<file path="src/rtl/core/bct_ram.sv">
// generic simple dual port ram with registered read
`default_nettype none
module bct_ram #(
    parameter int unsigned WIDTH = 40,
    parameter int unsigned DEPTH = 64
) (
    input  wire logic                     aclk,
    input  wire logic                     we,
    input  wire logic [$clog2(DEPTH)-1:0] waddr,
    input  wire logic [WIDTH-1:0]         wdata,
    input  wire logic [$clog2(DEPTH)-1:0] raddr,
    output logic      [WIDTH-1:0]         rdata
);

    logic [WIDTH-1:0] mem [DEPTH];

    always_ff @(posedge aclk) begin
        if (we) begin
            mem[waddr] <= wdata;
        end
        rdata <= mem[raddr];
    end

endmodule
`default_nettype wire

</file>
<file path="config.mk">
export PLATFORM = sky130hd
export DESIGN_NAME = bct_ram
export DESIGN_NICKNAME = d
export VERILOG_FILES = /design/src/rtl/core/bct_ram.sv
export SDC_FILE = /design/constraint.sdc
export NUM_CORES = 2
export LEC_CHECK = 0
export BUFFER_PORTS_ARGS = -buffer_cell sky130_fd_sc_hd__buf_2
export CORE_MARGIN = 1
export CORE_UTILIZATION = 50
export DETAILED_ROUTE_END_ITERATION = 12
export PLACE_DENSITY = 0.65
export RECOVER_POWER = 25
export SYNTH_ARGS = -nofsm -noshare
export SYNTH_HDL_FRONTEND = slang
export SYNTH_SLANG_ARGS = --single-unit
</file>
<file path="constraint.sdc">
create_clock -name aclk -period 8.3 [get_ports aclk]
set_input_delay 1.66 -clock aclk [delete_from_list [all_inputs] [get_ports aclk]]
set_output_delay 1.66 -clock aclk [all_outputs]
set_load 0.01 [all_outputs]
</file>
Yosys cells after proc, flatten, opt, wreduce, memory -nomap -nowiden
Memory sizes are Yosys's and may differ from the RTL's. A register that Yosys moved wholly into a read port is not among the register bits.
Index checks and enable logic that the tools add are counted.
Operators by class
  muxes and demuxes: 2
Operators with widths (count)
  1-bit two-way mux: 2
Storage, ports and cells
  memories kept: 1
  RAM bits: 2560
  register bits: 0
  output and inout port bits: 40
Memories
  mem: depth 64, bits a word 40, rd ports 1, clocked after memory_dff 1, write ports 1, line 15  | logic [WIDTH-1:0] mem [DEPTH];

Logic depth before layout (Yosys ltp)
  word-level depth: 2
  gate-level depth with buffers: 9
  gate-level depth less buffers: 5

Least setup slack after synthesis
OpenSTA, ideal clock, no wires.
  kind: input to register
  start point: in waddr[3]
  end point: mem mem[48][0] (enable)
  stages on the path: 4
  arrival: 4896 ps
  data required time: 7813 ps
  path buffers: 1
  setup slack: 2918 ps
  cells stage by stage: clkbuf_1 -> nor2b_1 -> nand4b_1 -> nor3_1
RTL lines
  from (decl): line 9  | input wire logic [$clog2(DEPTH)-1:0] waddr,
  to (decl): line 15
Straight into the memory's write port.

==> impl_metrics.tcl <==
set metrics [dict create \
    status "finished with violations" \
    violations "max-capacitance violations, max-slew violations" \
    critPathArrivalTime_ns 5.08 \
    slew_violations 1820 \
    cp_common_cell "buf_4" \
    layout_commonest_cell "edfxtp_1" \
    htreeDepth 4 \
    yosys_warnings 0 \
    reg2reg_slack_ns 5.97 \
    firstDrtPassIters 5 \
    dpl.cell_count 6697 \
    grt_pass1_vias 46400 \
    worstSetupPathType "input pin to register" \
    tns_ns 0 \
    cts_tree "yes" \
    synth_cell_types 36 \
    syn_inst 4195 \
    tightest_slew_ns 2.95 \
    finalHoldViolCount 0 \
    die_area_mm2 0.197 \
    place_area_mm2 0.102 \
    avgViaCountPerCell 6.49 \
    gp_congestion 0.776 \
    seq_area_frac_synth_pct 79.4 \
    worstPathRequired_ns 9.04 \
    rsz0062_at_grt "no" \
    yosys.area_share.adder_pct 0 \
    end_kind "register" \
    cp_max_fo 52 \
    cts.clk_slew.worst_paths_ns 0.06 \
    timing.fmax_ghz 0.230 \
    die_w_um 444 \
    fin_area_mm2 0.109 \
    synth-main-ff-cell "edfxtp_1" \
    drtIter0Drc 6051 \
    start_util_pct 50.6 \
    clockRootBuffer "clkbuf_16" \
    layout_common_cells "edfxtp_1, mux4_2, clkbuf_16, o22ai_1, mux2i_1" \
    core-area_mm2 0.193 \
    antenna_found_initial 9 \
    stdcell_count 7153 \
    drive_gt1_share_pct 27.0 \
    clkPwrFrac_pct 40.3 \
    crit-reg2reg-launch "mem[30][34]" \
    min_period_ns 4.34 \
    grt_max_degree 124 \
    die_h_um 444 \
    dp_hpwl_um 126000 \
    clock_latency_ns 0.86 \
    r2r-end "rdata[34]" \
    holdPathEnd "rdata[8]" \
    fin_skew_ns 0.0357 \
    cap_violations 28 \
    synth_edf_count 2560 \
    globalRouteOverflowTotal 0 \
    clockBufferDepth 3 \
    ir_drop_uv 235 \
    fillCellCount 14000 \
    switching_power_mw 5.55 \
    synth_compound_area_share_pct 2.68 \
    grt_first_pass_wirelength_um 349000 \
    area_growth_pct 11.8 \
    cts_sinks 2600 \
    cts_buffers 241 \
    pwr-share-seq_pct 55.1 \
    cp_cell_sequence "buf_8 -> buf_4 -> or3_1 -> buf_4 -> o22ai_1 -> nor4_1 -> o22a_1" \
    wl_um 247000 \
    synth_top_family_by_area "multiplexers" \
    slowest_stage "nor4_1" \
    layout_worst_path_cycle_share_pct 52.3 \
    crit_buf_inv 3 \
    ys_seq_elements 2600 \
    critPathTopFamily "buffers and inverters" \
    io-pin-count 94 \
    vias 46400 \
    portBuffers 93 \
    track_usage_pct 25.2 \
    setup_viol_count_final 0 \
    syn_area_per_cell_um2 23.3 \
    drc 0 \
    p_per_area_mw_per_mm2 243 \
    async_reset_ff_share_pct 0 \
    internal_power_mw 21.0 \
    reg2reg_depth 4 \
    leakage_nw 33.8 \
    ant_nets 0 \
    yosys-mux-area-fraction_pct 15.6 \
    p_sw_share_pct 20.9 \
    synth_area_mm2 0.0978 \
    combPwrFrac_pct 4.7 \
    cpPeakStageDelay_ns 1.11 \
    synthSimpleGateAreaFrac_pct 1.08 \
    synth_xor_area_share_pct 0 \
    wl_per_cell_um 34.6 \
    hold_depth 4 \
    syn-num-nets 4249 \
    cts_setup_buffers 0 \
    ctsHoldBuffers 0 \
    hold_path.class "register to register" \
    nNetsFinal 4468 \
    cp-start-kind "input pin" \
    cts_resized 0 \
    rows 161 \
    hold_start "mem[50][8]" \
    slew_headroom_pct -97.0 \
]
registers in the layout, summed over array words and instances (netlist names):
signal,count
mem,2560
rdata,40
cells in the mapped netlist, types with 19 or more instances:
cell type	count	area [um2]
a21oi_1	68	340
a221oi_1	34	298
buf_1	20	75.1
buf_2	81	405
buf_4	49	368
clkbuf_1	80	300
dfxtp_1	40	801
edfxtp_1	2560	76900
mux2_2	38	428
mux2i_1	113	1130
mux4_2	608	13700
nand2_1	19	71.3
nor2_1	97	364
nor4_1	34	213
o221ai_1	42	368
o22a_1	26	228
o22ai_1	143	895
power by group through the flow:
stage | Clock, mW | Combinational [mW] | Sequential, mW
2_1_floorplan | 0 | 0.687 | 14.9
3_3_place_gp | 0 | 1.23 | 14.9
3_5_place_dp | 0 | 1.25 | 14.9
4_1_cts | 10.8 | 1.26 | 14.6
5_1_grt | 11.3 | 1.31 | 14.6
6_report | 10.7 | 1.24 | 14.6
cells by family after synthesis:
family,count (synthesis)
muxes,759
DFF,2600
buffers and inverters,238
AOI/OAI and AO/OA,383
and+or+nand+nor,215
worst reg2reg max path, delay by kind of cell (launching register included):
kind | cells | cell delay [ns]
compound gates | 1 | 0.85
flops | 1 | 0.38
mux | 2 | 0.78
simple gates | 1 | 0.16
layout make-up:
class / instances / area (um2) / area share, %
diodes: 4 / 10.0 / 0.00915
repair buffers: 214 / 1460 / 1.34
clock inverters: 124 / 986 / 0.901
clock buffers: 328 / 6660 / 6.08
flip-flops and latches: 2600 / 77700 / 71.0
multi-input cells: 1357 / 19500 / 17.8
well taps: 2526 / 3160 / 2.89
worst max path at each step:
stage | end | slack [ns] | cells after the start | start
after global routing | rdata[31] | 4.01 | 8 | raddr[0]
after global placement | rdata[29] | 2.96 | 8 | raddr[2]
final | rdata[23] | 3.96 | 7 | raddr[2]
after floorplan | mem[48][0] | 2.92 | 4 | waddr[3]
after CTS | rdata[23] | 3.96 | 7 | raddr[2]
after detailed placement | rdata[23] | 3.06 | 7 | raddr[2]
metal layers:
layer	track usage [%]	vias up	share of wire [%]
li1	-	18500	-
met1	36.5	25200	40
met2	39.8	2330	48
met3	4.13	363	8.6
met4	7.50	2	3.0
met5	0	-	0.0053
metrics by stage:
step | power, mW | util (%) | hold slack, ns | setup slack [ns]
2_1_floorplan | 15.5 | - | 0.744 | 2.92
4_1_cts | 26.7 | 56.6 | 0.818 | 3.96
3_5_place_dp | 16.1 | 52.6 | 0.804 | 3.06
5_1_grt | 27.2 | 56.6 | 0.848 | 4.01
3_3_place_gp | 16.1 | 52.6 | 0.814 | 2.96
6_report | 26.5 | 56.6 | 0.819 | 3.96
No activity file was read; power rests on OpenSTA's default activity.
