$ cat src/rtl/core/bct_pkg.sv
// package of shared types and constants for the blob centroid tracker
`default_nettype none
package bct_pkg;

    localparam int unsigned MAX_TRACKS_DEF   = 64;
    localparam logic [15:0] RADIUS_RESET     = 16'd160;
    localparam int unsigned COORD_W          = 16;
    localparam int unsigned LABEL_W          = 8;
    localparam int unsigned DIST_W           = 2 * COORD_W + 1;

    typedef struct packed {
        logic [COORD_W-1:0] blob_x;
        logic [COORD_W-1:0] blob_y;
        logic               first_in_frame;
        logic               last_in_frame;
    } bct_in_t;

    typedef struct packed {
        logic [LABEL_W-1:0] track_label;
        logic               new_track;
        logic               table_full;
    } bct_out_t;

    // one track table entry as held in memory
    typedef struct packed {
        logic [COORD_W-1:0] pos_x;
        logic [COORD_W-1:0] pos_y;
        logic [LABEL_W-1:0] id;
    } bct_entry_t;

    // slot index and label travelling with a distance calculation
    typedef struct packed {
        logic               vld;
        logic [7:0]         idx;
        logic [LABEL_W-1:0] id;
    } bct_tag_t;

    typedef enum logic [4:0] {
        ST_IDLE  = 5'b00001,
        ST_THR   = 5'b00010,
        ST_SCAN  = 5'b00100,
        ST_FIN   = 5'b01000,
        ST_CLEAN = 5'b10000
    } bct_state_t;

endpackage
`default_nettype wire

$ cat src/rtl/core/bct_dist.sv
// two stage squared distance pipeline between a blob and a stored track
`default_nettype none
module bct_dist (
    input  wire logic                          aclk,
    input  wire logic                          aresetn,
    input  wire bct_pkg::bct_tag_t             in_tag,
    input  wire logic [bct_pkg::COORD_W-1:0]   bx,
    input  wire logic [bct_pkg::COORD_W-1:0]   by,
    input  wire logic [bct_pkg::COORD_W-1:0]   tx,
    input  wire logic [bct_pkg::COORD_W-1:0]   ty,
    output bct_pkg::bct_tag_t                  out_tag,
    output logic [bct_pkg::DIST_W-1:0]         sq_dist,
    output logic                               busy
);

    bct_pkg::bct_tag_t                  a_tag_reg, b_tag_reg;
    logic [bct_pkg::COORD_W-1:0]        dx_reg, dy_reg;
    logic [2*bct_pkg::COORD_W-1:0]      sqx_reg, sqy_reg;

    // absolute differences, then their squares
    always_ff @(posedge aclk) begin
        if (!aresetn) begin
            a_tag_reg.vld <= 1'b0;
            b_tag_reg.vld <= 1'b0;
        end else begin
            a_tag_reg.vld <= in_tag.vld;
            b_tag_reg.vld <= a_tag_reg.vld;
        end
        a_tag_reg.idx <= in_tag.idx;
        a_tag_reg.id  <= in_tag.id;
        b_tag_reg.idx <= a_tag_reg.idx;
        b_tag_reg.id  <= a_tag_reg.id;
        dx_reg  <= (bx >= tx) ? (bx - tx) : (tx - bx);
        dy_reg  <= (by >= ty) ? (by - ty) : (ty - by);
        sqx_reg <= dx_reg * dx_reg;
        sqy_reg <= dy_reg * dy_reg;
    end

    assign out_tag = b_tag_reg;
    assign sq_dist = {1'b0, sqx_reg} + {1'b0, sqy_reg};
    assign busy    = a_tag_reg.vld | b_tag_reg.vld;

endmodule
`default_nettype wire

$ cat config.mk
export PLATFORM = sky130hd
export DESIGN_NAME = bct_dist
export DESIGN_NICKNAME = d
export VERILOG_FILES = /design/src/rtl/core/bct_pkg.sv /design/src/rtl/core/bct_dist.sv
export SDC_FILE = /design/constraint.sdc
export NUM_CORES = 1
export LEC_CHECK = 0
export BUFFER_PORTS_ARGS = -buffer_cell sky130_fd_sc_hd__buf_4
export CORE_MARGIN = 8
export CORE_UTILIZATION = 40
export DETAILED_ROUTE_END_ITERATION = 16
export PLACE_DENSITY = 0.62
export SYNTH_ARGS = -nofsm -noshare
export SYNTH_HDL_FRONTEND = slang
export SYNTH_SLANG_ARGS = --single-unit
$ cat constraint.sdc
create_clock -name aclk -period 6.25 [get_ports aclk]
set_input_delay 0.9375 -clock aclk [delete_from_list [all_inputs] [get_ports aclk]]
set_output_delay 0.9375 -clock aclk [all_outputs]
set_load 0.1 [all_outputs]
==> Word level (Yosys, flattened, before mapping) <==
Index checks and enable logic that the tools add are counted.
{ "totals": {"regBits": 130, "out_inout_bits": 51, "wordCells": 22} }
{ "classes": {"add_sub_neg": 5, "multipliers": 2, "order_cmp": 2, "n_mux": 2, "bitwise_logic": 1} }
{ "ops": {"columns": ["cell", "count"], "rows": [
  ["multiplier 16 x 16 -> 32 bit", 2],
  ["subtractor 16 bit", 4],
  ["adder 32 x 32 -> 33 bit", 1],
  ["greater-or-equal comparator 16 bit", 2],
  ["2-to-1 mux 16 bit", 2],
  ["bitwise OR 1 bit", 1]
]} }

==> Logic depth before layout (Yosys ltp) <==
Gate-level depths: netlist of run 1.
{ "logic_depth": {"word_depth": 2, "mapped_depth": 25, "ltp_nobuf": 24} }

==> Least setup slack after synthesis of run 1 <==
No wires, ideal clock.
{ "synth_timing": {"path_kind": "register to register", "from": "register dy_reg[1] (netlist bit)", "to": "register sqy_reg[30] (netlist bit)", "t_arrival_ns": 5.978, "t_required_ns": 6.124, "path_slack_ns": 0.146, "path_stages_with_launch": 26, "n_path_buf": 2, "synth_period_minus_slack_ns": 6.104, "path_cell_list": "dfxtp_1 -> clkbuf_1 -> clkbuf_1 -> and2_1 -> fa_1 -> inv_1 -> fa_1 -> inv_1 -> fa_1 -> inv_1 -> fa_1 -> inv_1 -> fa_1 -> inv_1 -> fa_1 -> inv_1 -> ha_1 -> nand3_1 -> nor2_1 -> a211o_1 -> o31a_1 -> a31oi_1 -> o21bai_1 -> a21oi_1 -> o211ai_1 -> xor2_1"} }
{ "synth_between": {"elab_chain_cells": 1} }
{ "synth_rtl": {"columns": ["element", "line_no", "rtl"], "rows": [
  ["start: declaration", "bct_dist.sv:17", "logic [bct_pkg::COORD_W-1:0] dx_reg, dy_reg;"],
  ["start signal: assignment", "bct_dist.sv:34", "dy_reg <= (by >= ty) ? (by - ty) : (ty - by);"],
  ["multiplier 16 x 16 -> 32 bit", "bct_dist.sv:36", "sqy_reg <= dy_reg * dy_reg;"],
  ["end signal: assignment", "bct_dist.sv:36", null],
  ["end: declaration", "bct_dist.sv:18", "logic [2*bct_pkg::COORD_W-1:0] sqx_reg, sqy_reg;"]
]} }
No other way between the ends.
A chain may end at the register's enable or synchronous reset.

==> Worst setup path after layout of run 1 <==
{ "layout_timing": {"from": "register dy_reg[8] (netlist bit)", "to": "register sqy_reg[28] (netlist bit)"} }
Same word-level chain as after synthesis.

==> results of run 1 <==
-- placed cells by master, fill, tap and decap left out, drive strengths merged, types with 14 or more instances in the layout --
cell type,Yosys,final
a211oi,15,15
a21o,56,56
a21oi,115,115
a31oi,14,14
and2,82,82
buf,9,209
clkbuf,64,17
dfxtp,128,128
fa,328,328
ha,293,293
inv,587,595
mux2i,21,21
nand2,197,197
nand2b,15,15
nand3,26,26
nand4,14,14
nor2,77,77
nor2b,21,21
nor3,16,16
o21a,15,15
o21ai,65,65
o21bai,17,17
xnor2,79,79
xor2,49,49
-- Yosys cell counts (2+ instances only) --
master | count | area [µm²]
sky130_fd_sc_hd__o2111ai_1 | 3 | 26.3
sky130_fd_sc_hd__or3_1 | 2 | 12.5
sky130_fd_sc_hd__o31a_1 | 3 | 26.3
sky130_fd_sc_hd__a31oi_1 | 14 | 87.6
sky130_fd_sc_hd__a21boi_0 | 3 | 22.5
sky130_fd_sc_hd__a21oi_1 | 114 | 571
sky130_fd_sc_hd__nand3_1 | 26 | 130
sky130_fd_sc_hd__a221oi_1 | 2 | 17.5
sky130_fd_sc_hd__inv_1 | 587 | 2200
sky130_fd_sc_hd__o22ai_1 | 2 | 12.5
sky130_fd_sc_hd__o221ai_1 | 3 | 26.3
sky130_fd_sc_hd__buf_2 | 6 | 30.0
sky130_fd_sc_hd__nor3_1 | 16 | 80.1
sky130_fd_sc_hd__and4_1 | 3 | 26.3
sky130_fd_sc_hd__mux2_2 | 4 | 45.0
sky130_fd_sc_hd__buf_1 | 2 | 7.51
sky130_fd_sc_hd__o21ai_0 | 60 | 300
sky130_fd_sc_hd__a2111oi_0 | 2 | 17.5
sky130_fd_sc_hd__fa_1 | 328 | 6570
sky130_fd_sc_hd__o31ai_1 | 2 | 15.0
sky130_fd_sc_hd__a41oi_1 | 2 | 17.5
sky130_fd_sc_hd__xnor2_1 | 79 | 692
sky130_fd_sc_hd__a21o_1 | 56 | 420
sky130_fd_sc_hd__o21ai_2 | 2 | 17.5
sky130_fd_sc_hd__mux2i_1 | 21 | 210
sky130_fd_sc_hd__ha_1 | 293 | 3670
sky130_fd_sc_hd__nor2b_1 | 21 | 131
sky130_fd_sc_hd__xor2_1 | 49 | 429
sky130_fd_sc_hd__o211ai_1 | 8 | 60.1
sky130_fd_sc_hd__and2_1 | 82 | 513
sky130_fd_sc_hd__a211o_1 | 5 | 43.8
sky130_fd_sc_hd__clkbuf_1 | 64 | 240
sky130_fd_sc_hd__a31o_2 | 9 | 78.8
sky130_fd_sc_hd__o21a_1 | 15 | 113
sky130_fd_sc_hd__and3_1 | 11 | 68.8
sky130_fd_sc_hd__dfxtp_1 | 128 | 2560
sky130_fd_sc_hd__a211oi_1 | 15 | 113
sky130_fd_sc_hd__nand4_1 | 14 | 87.6
sky130_fd_sc_hd__nand2_1 | 197 | 739
sky130_fd_sc_hd__o21bai_1 | 17 | 128
sky130_fd_sc_hd__nand2b_1 | 15 | 93.8
sky130_fd_sc_hd__or2_2 | 10 | 62.6
sky130_fd_sc_hd__o21ai_1 | 3 | 15.0
sky130_fd_sc_hd__nor2_1 | 77 | 289
-- metrics by stage --
step	worst slack (ns)	cell area, µm²	cells	hold WS (ns)
2_1_floorplan	0.146	21200	2394	0.310
3_3_place_gp	0.0528	23300	3210	0.310
3_5_place_dp	-0.115	23300	3210	0.312
4_1_cts	0.0200	23900	3242	0.327
5_1_grt	-0.0471	24100	3250	0.329
6_report	0.217	24100	3250	0.327
-- cell type report --
class	count	area (µm²)
Clock inverter	15	171
Multi-Input combinational cell	1606	16200
Timing Repair Buffer	209	1590
Fill cell	5096	28500
Clock buffer	17	425
Tap cell	688	861
Inverter	587	2200
Sequential cell	128	2610
-- repair_timing --
item,4_1_cts,5_1_grt
setup endpoints to repair,7,17
gates cloned,0,0
buffers inserted,0,8
resized for setup,6,45
pin swaps,0,8
-- path summary, 6_finish.rpt --
| path | startpoint | to | slack, ns | cells after the start |
|---|---|---|---|---|
| setup / recovery | dy_reg[8] | sqy_reg[28] | 0.22 | 26 |
| setup reg to reg | dy_reg[8] | sqy_reg[28] | 0.22 | 26 |
| hold reg to reg | a_tag_reg[13] | out_tag[13] | 0.33 | 0 |
| hold / removal | a_tag_reg[13] | out_tag[13] | 0.33 | 0 |
-- kinds of logic after synthesis --
kind of cell | after synthesis | synth area share [%]
DFF | 128 | 12.1
muxes | 25 | 1.20
adders and majority gates | 621 | 48.2
xor gates and xnor gates | 128 | 5.29
and+or+nand+nor | 477 | 10.7
buffers and inverters | 660 | 11.7
AOI/OAI and AO/OA | 355 | 10.8
-- routing by layer --
metal | wire length (µm) | vias to the layer above
met3 | 2340 | 52
met4 | 787 | 0
met5 | 0 | -
met2 | 22700 | 343
li1 | - | 7746
met1 | 21200 | 7952
-- worst max-delay path, cell delays in order, from the launching register on --
cell and delay [ns]:
sky130_fd_sc_hd__dfxtp_1 0.33, sky130_fd_sc_hd__nand2_2 0.09, sky130_fd_sc_hd__inv_1 0.06, sky130_fd_sc_hd__fa_1 0.53, sky130_fd_sc_hd__inv_1 0.05, sky130_fd_sc_hd__fa_1 0.53, sky130_fd_sc_hd__inv_1 0.06, sky130_fd_sc_hd__fa_1 0.50
sky130_fd_sc_hd__inv_1 0.06, sky130_fd_sc_hd__fa_1 0.52, sky130_fd_sc_hd__inv_1 0.05, sky130_fd_sc_hd__fa_1 0.48, sky130_fd_sc_hd__inv_1 0.05, sky130_fd_sc_hd__fa_1 0.47, sky130_fd_sc_hd__inv_1 0.06, sky130_fd_sc_hd__ha_4 0.24
sky130_fd_sc_hd__a21oi_2 0.14, sky130_fd_sc_hd__o21ai_1 0.08, sky130_fd_sc_hd__a211o_1 0.31, sky130_fd_sc_hd__o31a_1 0.35, sky130_fd_sc_hd__a31oi_2 0.24, sky130_fd_sc_hd__buf_4 0.15, sky130_fd_sc_hd__o21bai_2 0.08, sky130_fd_sc_hd__buf_4 0.15
sky130_fd_sc_hd__a21oi_2 0.13, sky130_fd_sc_hd__a21oi_1 0.07, sky130_fd_sc_hd__xor2_1 0.14
==> impl_summary.txt, run 1 <==
----------------------------------------------------
[Die]
  Core region area ... 0.0526 mm²
  Initial core utilization ... 40.4%
  Area enclosed by the die boundary ... 0.0607 mm²
  Vertical die dimension ... 246 µm
  Horizontal extent of the die ... 246 µm
  Number of rows created at floorplan ... 84
  Ports ... 134

[Worst setup path]
  Data required, critical path ... 6.58 ns
  Arrival time at the worst endpoint ... 6.37 ns
  Critical Path End Type ... flip-flop
  Worst setup SP type ... flip-flop
  CP max FO ... 5
  Setup Crit Path Kind ... flip-flop to flip-flop

[Global routing]
  Gr busiest metal ... met2
  Pin count of the biggest net entering global routing ... 29
  Total global-route track usage ... 15.8%
  Antenna violations before repair ... 0
  Global-route wire length before repair ... 78.6 mm
  Met3 Track Usage GR ... 2.18%
  Grt total ovfl ... 0
  Global routing met2 resource utilization ... 26.3%
  Vias in the first global route ... 16700
  GR met1 Demand/Resource ... 21.1%

[Logic synthesis]
  Synthesized area per cell ... 8.86 µm²
  Number of synthesized register bits ... 128
  Synth warnings ... 0
  Count of flip-flops with a built-in enable after synthesis ... 0
  Net count after synthesis ... 3098
  Number of distinct library cells after synthesis ... 63
  Share of flip-flops with an asynchronous set or reset ... 0%
  Commonest register cell after synthesis ... sky130_fd_sc_hd__dfxtp_1
  Count of mapped cells out of synthesis ... 2394
  Post-synthesis instance area ... 0.0212 mm²
  Fraction of the yosys area taken by sequential cells ... 12.1%

[Status]
  Run status ... complete, no violations

[Clock network]
  Cts-stage hold buffer count ... 0
  CTS tree ... built
  Number of buffers created by CTS ... 17
  Root buf cell ... sky130_fd_sc_hd__clkbuf_16
  Clk slew on worst S/H paths ... 0.06 ns
  Total clock sinks ... 128
  Later-pin clock latency in the skew report ... 0.45 ns
  Worst-case clock buffer depth ... 2
  Max H-tree Level ... 4

[Detailed routing]
  Routed via count divided by cell count ... 4.95
  First-pass iteration count of the detailed router ... 5
  Post-route antenna net violation count ... 0
  Routed wire length ... 47.0 mm
  Number of design-rule violations left by the first detailed-router iteration ... 821
  Average detailed-routed wire length per instance ... 14.5 µm
  DRC violations left ... 0
  Count of vias placed by the detailed router ... 16100

[Place]
  Final estimated routing congestion in global placement ... 0.846
  Port Buffer Count ... 133
  Half-perimeter wire length after detailed placement ... 40.7 mm

[Timing]
  Relative slew slack ... 30.6%
  Slew @ Worst Pin ... 1.04 ns
  Post-layout min period ... 6.03 ns
  Finish-stage setup viols ... 0
  Final worst path period share ... 96.5%
  Fin. max-slew vios ... 0
  Count of final hold-check violations ... 0
  Setup clock skew after layout ... 0.00704 ns
  Setup TNS after final layout ... 0 ns
  Fmax achieved ... 166 MHz

[Final layout]
  Share of cells above drive strength 1 ... 11.8%
  Antenna fix cells ... 0
  Area growth from synthesis to layout ... 13.6%
  Post-layout util ... 45.8%
  Number of nets in the layout ... 3253

[Flow run]
  Max-cap check violation count ... 0

[Worst hold path]
  Worst min path class ... flip-flop to flip-flop

----------------------------------------------------
Power of run 1 is left out: the tool's default activity adds up to more than one toggle a clock period on the data nets, which glitch-free logic cannot reach.
==> run 2: changes to the inputs <==
- ABC_CLOCK_PERIOD_IN_PS: unset -> 6260
- BUFFER_PORTS_ARGS: -buffer_cell sky130_fd_sc_hd__buf_4 -> unset
- DONT_BUFFER_PORTS: unset -> 1
- PLACE_DENSITY: 0.62 -> 0.57
- clock period: 6.25 -> 6.26 ns (I/O delays scaled with it)
==> run 2 against run 1 <==
  * Routed wire length down 1.8%
  * Register-to-register slack about the same
  * Cell area down 2.7%
  * Die area stayed put
  * Count of clock-buffer cells in the layout is 2 higher
  * Global-route usage is essentially flat
  * Hold slack got worse by 0.0029 ns
  * Sequential share of layout area increased by 0.22 points
  * First-iteration DRC count is 5.6% lower
  * Final cell count shrank 3.4%
  * Utilization fell by 1.2 points
  * Via count fell by 3.1%
==> impl_summary.txt, run 2 (synthesis results as in run 1) <==
----------------------------------------------------
[Status]
  Run status ... complete, no violations (unchanged)

[Detailed routing]
  DRC violations left ... 0 (unchanged)
  Count of vias placed by the detailed router ... 15600 (was 16100)
  Routed via count divided by cell count ... 4.97 (was 4.95)
  Post-route antenna net violation count ... 0 (unchanged)
  Number of design-rule violations left by the first detailed-router iteration ... 775 (was 821)
  First-pass iteration count of the detailed router ... 5 (unchanged)
  Routed wire length ... 46.2 mm (was 47.0 mm)
  Average detailed-routed wire length per instance ... 14.7 µm (was 14.5 µm)

[Timing]
  Count of final hold-check violations ... 0 (unchanged)
  Finish-stage setup viols ... 0 (unchanged)
  Post-layout min period ... 6.03 ns (about the same)
  Fin. max-slew vios ... 0 (unchanged)
  Setup clock skew after layout ... 0.00731 ns (was 0.00704 ns)
  Fmax achieved ... 166 MHz (about the same)
  Slew @ Worst Pin ... 1.34 ns (was 1.04 ns)
  Final worst path period share ... 96.4% (was 96.5%)
  Relative slew slack ... 10.0% (was 30.6%)
  Least setup slack across all paths after layout ... 0.228 ns (was 0.217 ns)

[Final layout]
  Share of cells above drive strength 1 ... 8.65% (was 11.8%)
  Number of nets in the layout ... 3143 (was 3253)
  Number of fillers in the final layout ... 5154 (was 5096)
  Most common library cell in the layout ignoring fill and taps ... sky130_fd_sc_hd__inv_1 (unchanged)
  Antenna fix cells ... 0 (unchanged)
  Commonest non-fill, non-tap cells in the layout ... 587 x sky130_fd_sc_hd__inv_1, 328 x sky130_fd_sc_hd__fa_1, 292 x sky130_fd_sc_hd__ha_1, 196 x sky130_fd_sc_hd__nand2_1, 114 x sky130_fd_sc_hd__dfxtp_1 (was 587 x sky130_fd_sc_hd__inv_1, 328 x sky130_fd_sc_hd__fa_1, 292 x sky130_fd_sc_hd__ha_1, 206 x sky130_fd_sc_hd__buf_4, 195 x sky130_fd_sc_hd__nand2_1)
  Footprint of the multi-input gates ... 0.0164 mm² (was 0.0162 mm²)
  Area growth from synthesis to layout ... 10.5% (was 13.6%)
  Register area ... 0.00259 mm² (was 0.00261 mm²)

[Clock network]
  Later-pin clock latency in the skew report ... 0.46 ns (was 0.45 ns)
  Root buf cell ... sky130_fd_sc_hd__clkbuf_16 (unchanged)
  Clk slew on worst S/H paths ... 0.06 ns (about the same)
  Worst-case clock buffer depth ... 2 (unchanged)
  Number of buffers created by CTS ... 17 (unchanged)
  Max H-tree Level ... 4 (unchanged)
  Total clock sinks ... 128 (unchanged)
  Cts-stage hold buffer count ... 0 (unchanged)
  CTS tree ... built (unchanged)

[Worst setup path]
  Depth of the most critical reg-to-reg path ... 21 (was 26)
  Capturing point of the worst reg2reg path ... sqx_reg[28] (was sqy_reg[28])
  Critical Path End Type ... flip-flop (unchanged)
  Arrival time at the worst endpoint ... 6.38 ns (was 6.37 ns)
  Register-to-register path setup slack ... 0.23 ns (was 0.22 ns)
  Worst setup SP type ... flip-flop (unchanged)
  Worst R2R Start ... dx_reg[14] (was dy_reg[8])
  Data required, critical path ... 6.61 ns (was 6.58 ns)
  Setup Crit Path Kind ... flip-flop to flip-flop (unchanged)
  CP max FO ... 8 (was 5)

[Place]
  Final estimated routing congestion in global placement ... 0.885 (was 0.846)
  Setup WS pre-CTS ... -0.0152 ns (was -0.115 ns)
  Port Buffer Count ... 0 (was 133)
  Half-perimeter wire length after detailed placement ... 40.2 mm (was 40.7 mm)

[Worst hold path]
  Hold Path Sink ... out_tag[5] (was out_tag[13])
  Min-Delay Path Depth ... 0 (unchanged)
  Source of the worst hold timing path ... a_tag_reg[5] (was a_tag_reg[13])
  Worst min path class ... flip-flop to flip-flop (unchanged)

[Die]
  Core region area ... 0.0526 mm² (unchanged)
  Vertical die dimension ... 246 µm (unchanged)
  Initial core utilization ... 40.4% (unchanged)
  Number of rows created at floorplan ... 84 (unchanged)
  Ports ... 134 (unchanged)
  Area enclosed by the die boundary ... 0.0607 mm² (unchanged)
  Horizontal extent of the die ... 246 µm (unchanged)

[Global routing]
  Global-route wire length before repair ... 78.0 mm (was 78.6 mm)
  Antenna violations before repair ... 0 (unchanged)
  Grt total ovfl ... 0 (unchanged)
  Vias in the first global route ... 16400 (was 16700)
  Total global-route track usage ... 15.8% (about the same)
  Pin count of the biggest net entering global routing ... 29 (unchanged)

[Flow run]
  Max-cap check violation count ... 0 (unchanged)

----------------------------------------------------
==> run 2: changes by cell type in the layout (fill, tap and decap cells not counted), sizes merged <==
cell,before,now
clkbuf,17,19
clkinv,1,6
inv,595,589
buf,209,99
bufinv,2,4
clkinvlp,4,1
==> run 2: timing repair <==
action,CTS,global route
endpoints found under the hold margin,0,0
setup endpoints to repair,1,15
setup buffers,0,1
pin swaps,0,5
resized for setup,1,34
==> run 2: worst max-delay path by stage <==
| stage | from | end | slack [ns] |
|---|---|---|---|
| 2_1_floorplan | dy_reg[1] | sqy_reg[30] | 0.16 |
| 5_1_grt | dy_reg[2] | sqy_reg[30] | -0.002 |
| 4_1_cts | dy_reg[3] | sqy_reg[30] | 0.005 |
| 3_5_place_dp | dx_reg[3] | sqx_reg[31] | -0.02 |
| 6_report | dx_reg[14] | sqx_reg[28] | 0.23 |
| 3_3_place_gp | dx_reg[3] | sqx_reg[31] | 0.11 |
==> run 2: cell type report <==
cell class,count,share of cell area [%]
Clock buffer,19,1.85
Clock inverter,13,0.795
Inverter,587,9.40
Multi-Input combinational cell,1606,70.0
Sequential cell,128,11.0
Tap cell,688,3.67
Timing Repair Buffer,99,3.20
==> run 2: routing by layer <==
| layer | vias to the layer above | part of all wire (%) | GRT usage (%) |
|---|---|---|---|
| met3 | 46 | 4.4 | 2.78 |
| met1 | 7768 | 47 | 21.3 |
| met4 | 0 | 1.6 | 4.36 |
| met2 | 252 | 47 | 25.7 |
| li1 | 7534 | - | - |
| met5 | - | 0 | 0 |
==> run 2: through the flow <==
step	setup TNS [ns]	area (µm²)	util (%)	instances	hold slack, ns
2_1_floorplan	0	21200	-	2394	0.310
3_3_place_gp	0	22700	43.2	3107	0.310
3_5_place_dp	-0.0152	22700	43.2	3107	0.312
4_1_cts	0	23300	44.4	3139	0.326
5_1_grt	-0.00169	23400	44.6	3140	0.328
6_report	0	23400	44.6	3140	0.324
==> run 2: critical path, cell delays in order (launching register included) <==
cell                       delay [ns]
sky130_fd_sc_hd__dfxtp_1         0.54
sky130_fd_sc_hd__nand2_1         0.13
sky130_fd_sc_hd__fa_1            0.53
sky130_fd_sc_hd__fa_1            0.55
sky130_fd_sc_hd__inv_1           0.05
sky130_fd_sc_hd__fa_1            0.48
sky130_fd_sc_hd__fa_1            0.46
sky130_fd_sc_hd__fa_1            0.51
sky130_fd_sc_hd__inv_1           0.05
sky130_fd_sc_hd__fa_1            0.47
sky130_fd_sc_hd__inv_1           0.04
sky130_fd_sc_hd__ha_1            0.39
sky130_fd_sc_hd__a21o_1          0.18
sky130_fd_sc_hd__a21oi_1         0.07
sky130_fd_sc_hd__nand2b_1        0.16
sky130_fd_sc_hd__a31o_2          0.25
sky130_fd_sc_hd__a32oi_1         0.28
sky130_fd_sc_hd__o31ai_1         0.14
sky130_fd_sc_hd__buf_4           0.18
sky130_fd_sc_hd__o21ai_0         0.22
sky130_fd_sc_hd__a21oi_1         0.12
sky130_fd_sc_hd__xnor2_1         0.13
Power of run 2 is left out for the same reason.
